===== config.mk =====
export PLATFORM = sky130hd
export DESIGN_NAME = trial_division_prime_test_unit_flat
export DESIGN_NICKNAME = d
export VERILOG_FILES = /design/src/sv/tdpt_pkg.sv /design/src/sv/tdpt_in_if.sv /design/src/sv/tdpt_out_if.sv /design/src/sv/tdpt_div.sv /design/src/sv/trial_division_prime_test_unit.sv /design/src/flat_wrapper.sv
export VERILOG_INCLUDE_DIRS = /design/src /design/src/sv
export SDC_FILE = /design/constraint.sdc
export NUM_CORES = 1
export LEC_CHECK = 0
export BUFFER_PORTS_ARGS = -buffer_cell sky130_fd_sc_hd__buf_2
export CAP_MARGIN = 20
export CORE_ASPECT_RATIO = 1.25
export CORE_MARGIN = 3
export CORE_UTILIZATION = 45
export DETAILED_ROUTE_END_ITERATION = 10
export PLACE_DENSITY = 0.67
export SYNTH_ARGS = -nofsm -noshare
export SYNTH_HDL_FRONTEND = slang
export SYNTH_SLANG_ARGS = --single-unit
export TNS_END_PERCENT = 50

===== constraint.sdc =====
create_clock -name clk -period 10.9 [get_ports clk]
set_input_delay 2.18 -clock clk [delete_from_list [all_inputs] [get_ports clk]]
set_output_delay 2.18 -clock clk [all_outputs]
set_load 0.05 [all_outputs]

===== src/sv/trial_division_prime_test_unit_assert.svh =====
// Assertion macros for the trial division prime test unit.
// Included by the RTL files that carry concurrent checks; no other dependencies.
`ifndef TRIAL_DIVISION_PRIME_TEST_UNIT_ASSERT_SVH
`define TRIAL_DIVISION_PRIME_TEST_UNIT_ASSERT_SVH

// Same-cycle implication, disabled in reset.
`define TDPT_ASSERT_SAME(label, clk, rst_n, ante, cons) \
  label: assert property (@(posedge clk) disable iff (!rst_n) (ante) |-> (cons)) \
    else $error("%m: check failed");

// Next-cycle implication, disabled in reset.
`define TDPT_ASSERT_NEXT(label, clk, rst_n, ante, cons) \
  label: assert property (@(posedge clk) disable iff (!rst_n) (ante) |=> (cons)) \
    else $error("%m: check failed");

`endif


===== src/sv/tdpt_pkg.sv =====
// Shared types and constants of the trial division prime test unit.
// No dependencies; used by the input channel interface, the divider, the top level and the testbench.
`default_nettype none

package tdpt_pkg;

  localparam int unsigned NUMBER_W = 32;

  typedef struct packed {
    logic busy;
    logic done;
  } div_sts_t;

endpackage

`default_nettype wire


===== src/sv/tdpt_in_if.sv =====
// Input channel of the trial division prime test unit: valid/ready plus number.
// Depends on tdpt_pkg.
`default_nettype none

interface tdpt_in_if;
  logic                          valid;
  logic                          ready;
  logic [tdpt_pkg::NUMBER_W-1:0] number;

  modport source (output valid, output number, input ready);
  modport sink   (input valid, input number, output ready);
endinterface

`default_nettype wire


===== src/sv/tdpt_out_if.sv =====
// Result channel of the trial division prime test unit: valid/ready plus is_prime.
// No dependencies.
`default_nettype none

interface tdpt_out_if;
  logic valid;
  logic ready;
  logic is_prime;

  modport source (output valid, output is_prime, input ready);
  modport sink   (input valid, input is_prime, output ready);
endinterface

`default_nettype wire


===== src/sv/tdpt_div.sv =====
// Bit-serial restoring divider: one quotient bit per cycle.
// Depends on tdpt_pkg for the status struct.
`default_nettype none

module tdpt_div #(
  parameter int unsigned W = 32
) (
  input  wire logic           clk,
  input  wire logic           rst_n,
  input  wire logic           start,
  input  wire logic [W-1:0]   dividend,
  input  wire logic [W-1:0]   divisor,
  output tdpt_pkg::div_sts_t  sts,
  output logic [W-1:0]        quotient,
  output logic [W-1:0]        remainder
);

  localparam int unsigned CNT_W = $clog2(W + 1);

  logic [W-1:0]     quo_r, quo_nxt;
  logic [W-1:0]     rem_r, rem_nxt;
  logic [W-1:0]     den_r, den_nxt;
  logic [CNT_W-1:0] cnt_r, cnt_nxt;
  logic             busy_r, busy_nxt;
  logic             done_r, done_nxt;
  logic [W:0]       shifted;
  logic [W:0]       diff;

  always_comb begin
    shifted  = {rem_r, quo_r[W-1]};
    diff     = shifted - {1'b0, den_r};
    quo_nxt  = quo_r;
    rem_nxt  = rem_r;
    den_nxt  = den_r;
    cnt_nxt  = cnt_r;
    busy_nxt = busy_r;
    done_nxt = 1'b0;
    if (start) begin
      quo_nxt  = dividend;
      rem_nxt  = '0;
      den_nxt  = divisor;
      cnt_nxt  = CNT_W'(W);
      busy_nxt = 1'b1;
    end else if (busy_r) begin
      if (!diff[W]) begin
        rem_nxt = diff[W-1:0];
        quo_nxt = {quo_r[W-2:0], 1'b1};
      end else begin
        rem_nxt = shifted[W-1:0];
        quo_nxt = {quo_r[W-2:0], 1'b0};
      end
      cnt_nxt = cnt_r - CNT_W'(1);
      if (cnt_r == CNT_W'(1)) begin
        busy_nxt = 1'b0;
        done_nxt = 1'b1;
      end
    end
  end

  always_ff @(posedge clk) begin
    quo_r <= quo_nxt;
    rem_r <= rem_nxt;
    den_r <= den_nxt;
    if (!rst_n) begin
      cnt_r  <= '0;
      busy_r <= 1'b0;
      done_r <= 1'b0;
    end else begin
      cnt_r  <= cnt_nxt;
      busy_r <= busy_nxt;
      done_r <= done_nxt;
    end
  end

  assign sts.busy  = busy_r;
  assign sts.done  = done_r;
  assign quotient  = quo_r;
  assign remainder = rem_r;

endmodule

`default_nettype wire


===== src/sv/trial_division_prime_test_unit.sv =====
// The numbers 0 and 1 are reported not prime without a trial; otherwise the number of trial
// divisors grows to about 2^(NUM_WIDTH/2) for a large prime.
// Each trial is one pass of the shared bit-serial divider, one quotient bit per cycle.
// One item at a time; in_chan.ready is low while busy.
// Reset (synchronous, active low) returns the sequencer to idle and drops any pending result.
// Depends on tdpt_pkg, tdpt_in_if, tdpt_out_if, tdpt_div and the assertion macro header.
`default_nettype none

`include "trial_division_prime_test_unit_assert.svh"

module trial_division_prime_test_unit #(
  parameter int unsigned NUM_WIDTH = 32
) (
  input  wire logic    clk,
  input  wire logic    rst_n,
  tdpt_in_if.sink      in_chan,
  tdpt_out_if.source   out_chan
);

  typedef enum logic [1:0] {
    ST_IDLE,
    ST_WAIT,
    ST_FINISH
  } state_t;

  localparam logic [NUM_WIDTH-1:0] FIRST_DIV = NUM_WIDTH'(2);

  state_t                 state_r, state_nxt;
  logic [NUM_WIDTH-1:0]   value_r, value_nxt;
  logic [NUM_WIDTH-1:0]   d_r, d_nxt;
  logic                   prime_r, prime_nxt;
  logic                   start_r, start_nxt;
  logic                   out_valid_r, out_valid_nxt;
  logic                   out_prime_r, out_prime_nxt;
  logic [NUM_WIDTH-1:0]   in_val;
  logic [NUM_WIDTH-1:0]   quo;
  logic [NUM_WIDTH-1:0]   rem;
  tdpt_pkg::div_sts_t     div_sts;

  tdpt_div #(
    .W (NUM_WIDTH)
  ) u_div (
    .clk       (clk),
    .rst_n     (rst_n),
    .start     (start_r),
    .dividend  (value_r),
    .divisor   (d_r),
    .sts       (div_sts),
    .quotient  (quo),
    .remainder (rem)
  );

  assign in_val = NUM_WIDTH'(in_chan.number);

  always_comb begin
    state_nxt     = state_r;
    value_nxt     = value_r;
    d_nxt         = d_r;
    prime_nxt     = prime_r;
    start_nxt     = 1'b0;
    out_valid_nxt = out_valid_r;
    out_prime_nxt = out_prime_r;
    if (out_valid_r && out_chan.ready) begin
      out_valid_nxt = 1'b0;
    end
    case (state_r)
      ST_IDLE: begin
        if (in_chan.valid) begin
          value_nxt = in_val;
          d_nxt     = FIRST_DIV;
          if (in_val < FIRST_DIV) begin
            prime_nxt = 1'b0;
            state_nxt = ST_FINISH;
          end else begin
            start_nxt = 1'b1;
            state_nxt = ST_WAIT;
          end
        end
      end
      ST_WAIT: begin
        if (div_sts.done) begin
          if (d_r > quo) begin
            prime_nxt = 1'b1;
            state_nxt = ST_FINISH;
          end else if (rem == '0) begin
            prime_nxt = 1'b0;
            state_nxt = ST_FINISH;
          end else begin
            d_nxt     = d_r + NUM_WIDTH'(1);
            start_nxt = 1'b1;
          end
        end
      end
      ST_FINISH: begin
        if (!out_valid_r || out_chan.ready) begin
          out_valid_nxt = 1'b1;
          out_prime_nxt = prime_r;
          state_nxt     = ST_IDLE;
        end
      end
      default: begin
        state_nxt = ST_IDLE;
      end
    endcase
  end

  always_ff @(posedge clk) begin
    value_r     <= value_nxt;
    d_r         <= d_nxt;
    prime_r     <= prime_nxt;
    out_prime_r <= out_prime_nxt;
    if (!rst_n) begin
      state_r     <= ST_IDLE;
      start_r     <= 1'b0;
      out_valid_r <= 1'b0;
    end else begin
      state_r     <= state_nxt;
      start_r     <= start_nxt;
      out_valid_r <= out_valid_nxt;
    end
  end

  assign in_chan.ready     = (state_r == ST_IDLE);
  assign out_chan.valid    = out_valid_r;
  assign out_chan.is_prime = out_prime_r;

  `TDPT_ASSERT_SAME(a_idle_div_quiet, clk, rst_n, state_r == ST_IDLE, !div_sts.busy && !start_r)
  `TDPT_ASSERT_SAME(a_done_in_wait, clk, rst_n, div_sts.done, state_r == ST_WAIT)
  `TDPT_ASSERT_SAME(a_divisor_floor, clk, rst_n, state_r == ST_WAIT, d_r >= FIRST_DIV)
  `TDPT_ASSERT_NEXT(a_start_busy, clk, rst_n, start_r, div_sts.busy)

endmodule

`default_nettype wire


===== src/flat_wrapper.sv =====
// flat-port wrapper written by rule: the top's interface ports become plain ports
module trial_division_prime_test_unit_flat 
#(
  parameter int unsigned NUM_WIDTH = 32
)
  (clk, rst_n, in_chan_valid, in_chan_number, in_chan_ready, out_chan_valid, out_chan_is_prime, out_chan_ready);
  tdpt_in_if in_chan_i ();
  tdpt_out_if out_chan_i ();
  input  wire logic clk;
  input  wire logic rst_n;
  input wire logic [$bits(in_chan_i.valid)-1:0] in_chan_valid;
  input wire logic [$bits(in_chan_i.number)-1:0] in_chan_number;
  output wire logic [$bits(in_chan_i.ready)-1:0] in_chan_ready;
  output wire logic [$bits(out_chan_i.valid)-1:0] out_chan_valid;
  output wire logic [$bits(out_chan_i.is_prime)-1:0] out_chan_is_prime;
  input wire logic [$bits(out_chan_i.ready)-1:0] out_chan_ready;
  assign in_chan_i.valid = in_chan_valid;
  assign in_chan_i.number = in_chan_number;
  assign in_chan_ready = in_chan_i.ready;
  assign out_chan_valid = out_chan_i.valid;
  assign out_chan_is_prime = out_chan_i.is_prime;
  assign out_chan_i.ready = out_chan_ready;
  trial_division_prime_test_unit #(.NUM_WIDTH(NUM_WIDTH)) u_core (.clk(clk), .rst_n(rst_n), .in_chan(in_chan_i), .out_chan(out_chan_i));
endmodule

==> out/qor.yml, run 1 <==
global_route:
  grt_overflow: 0
  grt_pass1_wl_um: 32800
  grt_pass1_vias: 6770
  grt_max_degree: 85
  antenna_found_initial: 0
  grt_util_all_layers: 0.175
worst_setup_path:
  cp_cell_sequence: "ha_1, a21o_1, a21o_1, a21oi_1, o21ai_0, a221o_1, a211oi_1, nand3_1, a21oi_2, buf_4"
  required_ps: 10970
  arrival_ps: 3590
  crit_fanout: 32
  end_kind: "register"
  critPathSlowestCell: "a211oi_1"
  critPathLaunchType: "register"
  crit_type: "reg2reg"
  crit_top_cell: "a21o_1"
  critPathMaxStageDelay_ps: 560
floorplan:
  num_io_pins: 39
  start_util: 0.462
  die-area_um2: 23400
  fp.dieH_um: 170
  coreArea_um2: 21000
  fp-row-count: 59
  die_w_um: 137
power_and_ir_drop:
  power.leakage_nw: 4.47
  powerDensity_nw_per_um2: 195
  peakVddDrop_v: 0.0000994
cells_and_area:
  n_antenna_cell: 0
  layout.area.seq_um2: 4790
  drive_above_1_share: 0.101
  n_fill_cell: 1888
  synthToLayoutAreaGrowth_pct: 10.4
  multi_input_area_um2: 4490
  finish.net_count: 1087
yosys:
  yosys_warnings: 0
  synth_area_um2: 9710
  synth_area_leaders: "edfxtp_1 (40%), dfxtp_1 (9.1%), ha_1 (8.6%), nor2_1 (3.3%), o21ai_0 (3.2%)"
  yosysUniqueCellTypes: 65
  synth_top_area_frac: 0.402
  syn_nets: 1052
  synth.most_common_cell: "edfxtp_1"
  synth_edf_count: 130
  avgSynthCellArea_um2: 10.2
  synth_ff_type: "edfxtp_1"
  synth_seq_cells: 174
  syn_inst: 948
  netlist_top_cells_count: "edfxtp_1 (130), nor2_1 (86), inv_1 (81)"
  yosysTopAreaCell: "edfxtp_1"
  async_reset_ff_frac: 0
  yosysSeqAreaShare: 0.493
sta:
  setup_violations: 0
  hold_violations: 0
  fin_tns_setup_ps: 0
  finalMaxSlewViolations: 0
  post-route-period-util: 0.323
  timing.fmax_mhz: 284
  maxSlewHeadroom: 0.389
  min_period_ps: 3520
  whs_ps: 426
  worst_pin_slew_ps: 914
  finClkSkew_ps: 15.9
  grt_setup_unrepaired: "false"
drt:
  wirelength_um: 19200
  drt-initial-drc-count: 427
  ant_nets: 0
  vias: 6806
  routedWlPerCell_um: 15.1
  first_pass_iters: 6
  route.detailed.drc: 0
  vias_per_cell: 5.36
run_status:
  status: "finished, final reports clean"
clocking:
  ctsHoldBuffers: 0
  cts.sinks: 174
  clk_pin_slew_worst_paths_ps: 70
  h-tree-depth: 4
  cts_tree: "done"
  clock_path_buffers: 2
  cts-root-buf: "clkbuf_16"
  cts_setup_buffers: 0
  clk_latency_ps: 430
  numCtsBuffers: 17
  cts_resized: 0
job:
  drv_cap: 0
place:
  port_buffers: 38
  hpwl_um: 13900
  gp_congestion: 0.834
min_path:
  min_path_type: "reg2reg"
==> flip-flops by register name, indices dropped and copies added, names as in the netlist <==
name	flops
u_core.d_r	32
u_core.u_div.den_r	32
u_core.u_div.quotient	32
u_core.u_div.remainder	32
u_core.value_r	32
u_core.u_div.cnt_r	6
u_core.state_r	2
u_core.out_chan.is_prime	1
u_core.out_chan.valid	1
u_core.prime_r	1
u_core.start_r	1
u_core.u_div.busy_r	1
u_core.u_div.done_r	1
==> critical path: cells and delay by family, from the launching register on <==
family          cells  cell delay, ps
flops               1             470
simple gates        1             200
compound gates      7            1730
buf+inv             1             400
fa+ha+maj           1             330
==> layer usage <==
metal / track usage / vias up / share of wire
met1: 0.223 / 3165 / 0.45
li1: - / 3498 / -
met3: 0.0231 / 22 / 0.026
met2: 0.304 / 121 / 0.50
met4: 0.0595 / 0 / 0.016
met5: 0 / - / 0
==> path summary, 6_finish.rpt <==
path	startpoint	to	slack (ps)	cells past startpoint
max reg2reg	u_core.d_r[9]$_SDFFCE_PN0P_	u_core.d_r[1]$_SDFFCE_PN1P_	7380	10
min reg2reg	u_core.prime_r$_SDFFCE_PN0P_	u_core.out_chan.is_prime$_DFFE_PP_	430	0
min	u_core.prime_r$_SDFFCE_PN0P_	u_core.out_chan.is_prime$_DFFE_PP_	430	0
max	u_core.d_r[9]$_SDFFCE_PN0P_	u_core.d_r[1]$_SDFFCE_PN1P_	7380	10
==> report_power, final <==
group | internal (mW) | switching [mW] | leakage (nW)
clock | 0.312 | 0.266 | 0.278
sequential | 0.797 | 0.0688 | 1.61
combinational | 0.286 | 0.362 | 2.58
total | 1.39 | 0.697 | 4.47
==> cell usage in the layout, fill, tap and decap left out, drive strengths merged, types with 21 or more instances in the layout <==
cell type and instances:
edfxtp 130, inv 89, nor2 86, nand2 76, ha 67, o21ai 65
a21oi 52, buf 45, dfxtp 44, a21o 34, xnor2 30, mux2i 26
a211oi 24, xor2 22, clkbuf 21
==> through the flow <==
stage	instances	utilization	total power, mW	instance area (um^2)	worst slack, ps
floorplan	948	-	1.40	9710	6630
global placement	1238	0.483	1.51	10200	7050
detailed placement	1238	0.483	1.52	10200	7090
CTS	1270	0.510	2.10	10700	7350
global route	1270	0.510	2.23	10700	7100
finish	1270	0.510	2.09	10700	7380
==> area by class of cell <==
cell class,count,area share
sequential,174,0.447
multi-input combinational,664,0.419
clock buffer,21,0.0429
tap,274,0.0320
inverter,81,0.0283
timing repair buffer,45,0.0226
clock inverter,11,0.00898
==> kinds of logic after synthesis <==
kind of cell	Yosys count	synth area share
compound gates	221	0.148
xor+xnor	52	0.0488
fa+ha+maj	68	0.0884
buf+inv	110	0.0460
flops	174	0.493
mux	29	0.0303
simple gates	294	0.146
Power figures use the tool's default switching activity.
==> run 2, diff against run 1 <==
--- a/config.mk
+++ b/config.mk
@@ -12,7 +12,7 @@
 export CORE_MARGIN = 3
 export CORE_UTILIZATION = 45
 export DETAILED_ROUTE_END_ITERATION = 10
-export PLACE_DENSITY = 0.67
+export PLACE_DENSITY = 0.7
 export SYNTH_ARGS = -nofsm -noshare
 export SYNTH_HDL_FRONTEND = slang
 export SYNTH_SLANG_ARGS = --single-unit
==> constraint.sdc (replaced) <==
create_clock -name clk -period 3.1 [get_ports clk]
set_input_delay 0.62 -clock clk [delete_from_list [all_inputs] [get_ports clk]]
set_output_delay 0.62 -clock clk [all_outputs]
set_load 0.05 [all_outputs]
==> run 2 against run 1 <==
  * Sequential cell count did not move
  * Register-to-register slack worse by 7300 ps
  * First-iteration DRC count increased by 44%
  * Fmax increased by 16%
  * Via count rose by 5.3%
==> out/qor.yml, run 2 (same netlist as run 1, synthesis figures left out) <==
run_status:
  status: "finished, final reports clean"
job:
  drv_cap: 0
sta:
  whs_ps: 365
  hold_violations: 0
  setup_violations: 0
  min_period_ps: 3030
  post-route-period-util: 0.978
  finalMaxSlewViolations: 0
  timing.fmax_mhz: 330
  fin_tns_setup_ps: 0
  worst_pin_slew_ps: 1030
  maxSlewHeadroom: 0.313
  finClkSkew_ps: 19.5
worst_setup_path:
  required_ps: 3250
  critPathLaunchType: "register"
  reg2reg_from: "u_core.d_r[26]$_SDFFCE_PN0P_"
  reg2reg_to: "u_core.d_r[21]$_SDFFCE_PN0P_"
  crit_fanout: 8
  crit_type: "reg2reg"
  reg2reg_slack_ps: 70
  timing.critical_path.from: "u_core.d_r[26]$_SDFFCE_PN0P_"
  arrival_ps: 3180
  end_kind: "register"
  r2r_cells: 11
cells_and_area:
  synthToLayoutAreaGrowth_pct: 15.0
  drive_above_1_share: 0.137
  n_antenna_cell: 0
  final_common_cell: "edfxtp_1"
  fin_cells: 1302
  fin_util: 0.531
  final_cell_mix: "edfxtp_1 (130), nor2_1 (85), inv_1 (81), nand2_1 (76), ha_1 (65)"
  finish.net_count: 1119
drt:
  drt-initial-drc-count: 613
  route.detailed.drc: 0
  first_pass_iters: 5
  vias_per_cell: 5.50
  ant_nets: 0
  routedWlPerCell_um: 15.6
  vias: 7166
  wirelength_um: 20300
place:
  gp_congestion: 0.876
  hpwl_um: 14500
  port_buffers: 38
  dp_cells: 1260
global_route:
  grt_pass1_vias: 7008
  grt_overflow: 0
  grt_pass1_wl_um: 33200
  antenna_found_initial: 0
  grt_util_all_layers: 0.178
  grt_max_degree: 86
floorplan:
  die-area_um2: 23400
  fp-row-count: 59
  coreArea_um2: 21000
  start_util: 0.462
  num_io_pins: 39
  die_w_um: 137
  fp.dieH_um: 170
power_and_ir_drop:
  power.leakage_nw: 4.68
  finalPower_mw: 7.69
  powerDensity_nw_per_um2: 689
  peakVddDrop_v: 0.000560
clocking:
  numCtsBuffers: 17
  clk_pin_slew_worst_paths_ps: 80
  clk_latency_ps: 440
  ctsHoldBuffers: 0
  cts-root-buf: "clkbuf_16"
  cts_tree: "done"
  cts.sinks: 174
  h-tree-depth: 4
  clock_path_buffers: 2
min_path:
  holdPathStages: 1
  holdPathEnd: "u_core.value_r[0]$_DFFE_PP_"
  min_path_type: "in2reg"
  min_from: "in_chan_number[0]"
## run 2: cell count changes in the layout (fill, tap and decap cells not counted), moves of 2 or more
| cell | delta |
|---|---|
| clkinv_8 | +6 |
| ha_4 | +2 |
| clkinv_4 | -3 |
| clkbuf_8 | -2 |
| buf_12 | +3 |
| inv_4 | -2 |
| inv_8 | +2 |
| buf_4 | +27 |
| ha_1 | -2 |
| clkbuf_1 | -2 |
## run 2: power breakdown
part           switching (mW)  internal [mW]  total (mW)
clock network            1.04           1.18        2.22
registers               0.241           2.80        3.04
logic                    1.32           1.11        2.43
total                    2.60           5.09        7.69
## run 2: routing by layer
layer | track usage | routed length (um)
met3 | 0.0272 | 562
met5 | 0 | 0
met2 | 0.306 | 10300
met1 | 0.220 | 8810
met4 | 0.0755 | 580
## run 2: stage by stage
step                setup WS, ps  cell area, um^2
floorplan                   30.7             9730
global placement             141            10400
detailed placement           101            10400
CTS                         75.2            11000
global route               -66.8            11200
finish                      68.1            11200
## run 2: cell type report
cell class | count | area (um^2)
fill | 1796 | 9870
sequential | 174 | 4790
multi-input combinational | 664 | 4550
timing repair buffer | 77 | 546
clock buffer | 17 | 425
tap | 274 | 343
inverter | 81 | 304
clock inverter | 15 | 208
## run 2: critical path, stage by stage (launching register included)
cell and delay, ps:
edfxtp_1 500, ha_4 310, nand4_1 160, nor4_2 300, and3_1 230, or3_1 140
o22ai_2 80, a211oi_2 230, buf_4 180, nand3_4 90, a21oi_4 300, clkbuf_16 230
## run 2: worst max-delay path by stage
stage               slack [ps]  cells after the start                           end
floorplan                   30                      9   u_core.d_r[0]$_SDFFCE_PN0P_
global placement           140                     11  u_core.d_r[10]$_SDFFCE_PN0P_
detailed placement         100                     11  u_core.d_r[11]$_SDFFCE_PN0P_
CTS                         80                     11   u_core.d_r[3]$_SDFFCE_PN0P_
global route               -70                     11  u_core.d_r[21]$_SDFFCE_PN0P_
finish                      70                     11  u_core.d_r[21]$_SDFFCE_PN0P_
## run 2: what timing repair did
item / 4_1_cts / 5_1_grt
setup endpoints to repair: 0 / 32
setup buffers: 0 / 8
gates resized for setup: 0 / 8
==> run 3, diff against run 2 <==
--- a/config.mk
+++ b/config.mk
@@ -13,6 +13,7 @@
 export CORE_UTILIZATION = 45
 export DETAILED_ROUTE_END_ITERATION = 10
 export PLACE_DENSITY = 0.7
+export SETUP_SLACK_MARGIN = 0.4
 export SYNTH_ARGS = -nofsm -noshare
 export SYNTH_HDL_FRONTEND = slang
 export SYNTH_SLANG_ARGS = --single-unit
==> run 3 against run 2 <==
  * Global-route usage is essentially flat
  * Critical path depth is the same
  * Utilization grew 1.9 points
  * Setup slack lost 60 ps
  * Largest cell class unchanged
==> out/qor.yml, run 3 (same netlist as run 1, synthesis figures left out) <==
clocking:
  h-tree-depth: 4
  ctsHoldBuffers: 0
  clk_pin_slew_worst_paths_ps: 70
  clk_latency_ps: 430
  cts.sinks: 174
  numCtsBuffers: 17
  clock_path_buffers: 2
  cts_tree: "done"
  cts-root-buf: "clkbuf_16"
global_route:
  grt_pass1_vias: 6976
  grt_overflow: 0
  grt_util_all_layers: 0.177
  antenna_found_initial: 0
  grt_pass1_wl_um: 33200
  grt_max_degree: 43
sta:
  post-route-period-util: 0.997
  finalMaxSlewViolations: 0
  fin_ws_ps: 8.48
  hold_violations: 0
  min_period_ps: 3090
  setup_violations: 0
  fin_tns_setup_ps: 0
  whs_ps: 368
  grt_setup_unrepaired: "true"
  timing.fmax_mhz: 323
  finClkSkew_ps: 14.1
  worst_pin_slew_ps: 863
  maxSlewHeadroom: 0.425
drt:
  first_pass_iters: 5
  wirelength_um: 21100
  vias_per_cell: 5.50
  ant_nets: 0
  vias: 7298
  route.detailed.drc: 0
  drt-initial-drc-count: 600
  routedWlPerCell_um: 15.9
power_and_ir_drop:
  switchingPower_mw: 2.65
  clockPowerShare: 0.274
  peakVddDrop_v: 0.000456
  powerDensity_nw_per_um2: 687
  p_sw_frac: 0.333
  power.leakage_nw: 4.83
  p_int_mw: 5.30
  p_comb_frac: 0.342
  pwr-share-seq: 0.384
cells_and_area:
  finish.net_count: 1144
  final_common_cell: "edfxtp_1"
  n_fill_cell: 1755
  final_cell_mix: "edfxtp_1 (130), nor2_1 (84), inv_1 (78), nand2_1 (76), o21ai_0 (60)"
  n_antenna_cell: 0
  drive_above_1_share: 0.177
  synthToLayoutAreaGrowth_pct: 19.0
  stdcell_area_um2: 11600
place:
  gp_congestion: 0.887
  hpwl_um: 14400
  place_area_um2: 10400
  port_buffers: 38
  pre_cts_slack_ps: 69.7
worst_setup_path:
  critical_path_depth: 11
  critPathLaunchType: "register"
  r2r_cells: 11
  path_delay_family: "simple AND/OR/NAND/NOR gates"
  end_kind: "register"
  reg2reg_slack_ps: 8
  critPathMaxStageDelay_ps: 450
  critPathSlowestCell: "edfxtp_1"
  crit_path_end: "u_core.d_r[23]$_SDFFCE_PN0P_"
  crit_type: "reg2reg"
  timing.critical_path.from: "u_core.d_r[27]$_SDFFCE_PN0P_"
  cp_cell_sequence: "ha_1, nand4_1, nor4_2, and3_4, or3_4, o22ai_4, a211oi_2, nand3_2, a21oi_4, buf_6, clkbuf_16"
  arrival_ps: 3240
  reg2reg_to: "u_core.d_r[23]$_SDFFCE_PN0P_"
  required_ps: 3250
  crit_fanout: 8
  reg2reg_from: "u_core.d_r[27]$_SDFFCE_PN0P_"
  crit_buf_inv: 2
floorplan:
  fp.dieH_um: 170
  num_io_pins: 39
  start_util: 0.462
  die_w_um: 137
  fp-row-count: 59
  die-area_um2: 23400
  coreArea_um2: 21000
job:
  drv_cap: 0
min_path:
  min_from: "in_chan_number[0]"
  min_path_type: "in2reg"
  holdPathStages: 1
run_status:
  status: "finished, final reports clean"
-- run 3: power by group through the flow --
| stage | Sequential [mW] | Clock (mW) | Combinational, mW |
|---|---|---|---|
| after floorplan | 3.01 | 0 | 1.90 |
| after global placement | 3.09 | 0 | 2.34 |
| after detailed placement | 3.09 | 0 | 2.37 |
| after CTS | 3.04 | 2.20 | 2.41 |
| after global routing | 3.09 | 2.31 | 2.99 |
| final | 3.05 | 2.17 | 2.72 |
-- run 3: through the flow --
step / power [mW] / utilization / instances
finish: 7.95 / 0.549 / 1327
global placement: 5.43 / 0.492 / 1257
global route: 8.39 / 0.549 / 1327
CTS: 7.66 / 0.527 / 1299
floorplan: 4.92 / - / 948
detailed placement: 5.47 / 0.492 / 1257
-- run 3: cell type report --
class	instances	area, um^2	share of cell area
Sequential cell	174	4790	0.414
Clock inverter	14	168	0.0145
Multi-Input combinational cell	664	4700	0.407
Timing Repair Buffer	102	815	0.0705
Tap cell	274	343	0.0297
Clock buffer	18	439	0.0380
Inverter	81	304	0.0263
-- run 3: metal layers --
metal / routed length [um] / up-vias / global-route usage
met5: 0 / - / 0
met4: 455 / 0 / 0.0629
met3: 593 / 37 / 0.0257
met2: 11200 / 144 / 0.317
met1: 8890 / 3494 / 0.216
li1: - / 3623 / -
-- run 3: timing repair --
item	4_1_cts	5_1_grt
setup buffers	9	24
resized for setup	3	32
gates cloned	1	4
pin swaps	1	26
endpoints found under the setup margin	64	69
-- run 3: worst min-delay path by stage --
stage | to | slack [ps]
global placement | u_core.out_chan.is_prime$_DFFE_PP_ | 410
CTS | u_core.value_r[0]$_DFFE_PP_ | 360
detailed placement | u_core.out_chan.is_prime$_DFFE_PP_ | 400
global route | u_core.value_r[0]$_DFFE_PP_ | 350
floorplan | u_core.out_chan.is_prime$_DFFE_PP_ | 400
finish | u_core.value_r[0]$_DFFE_PP_ | 370
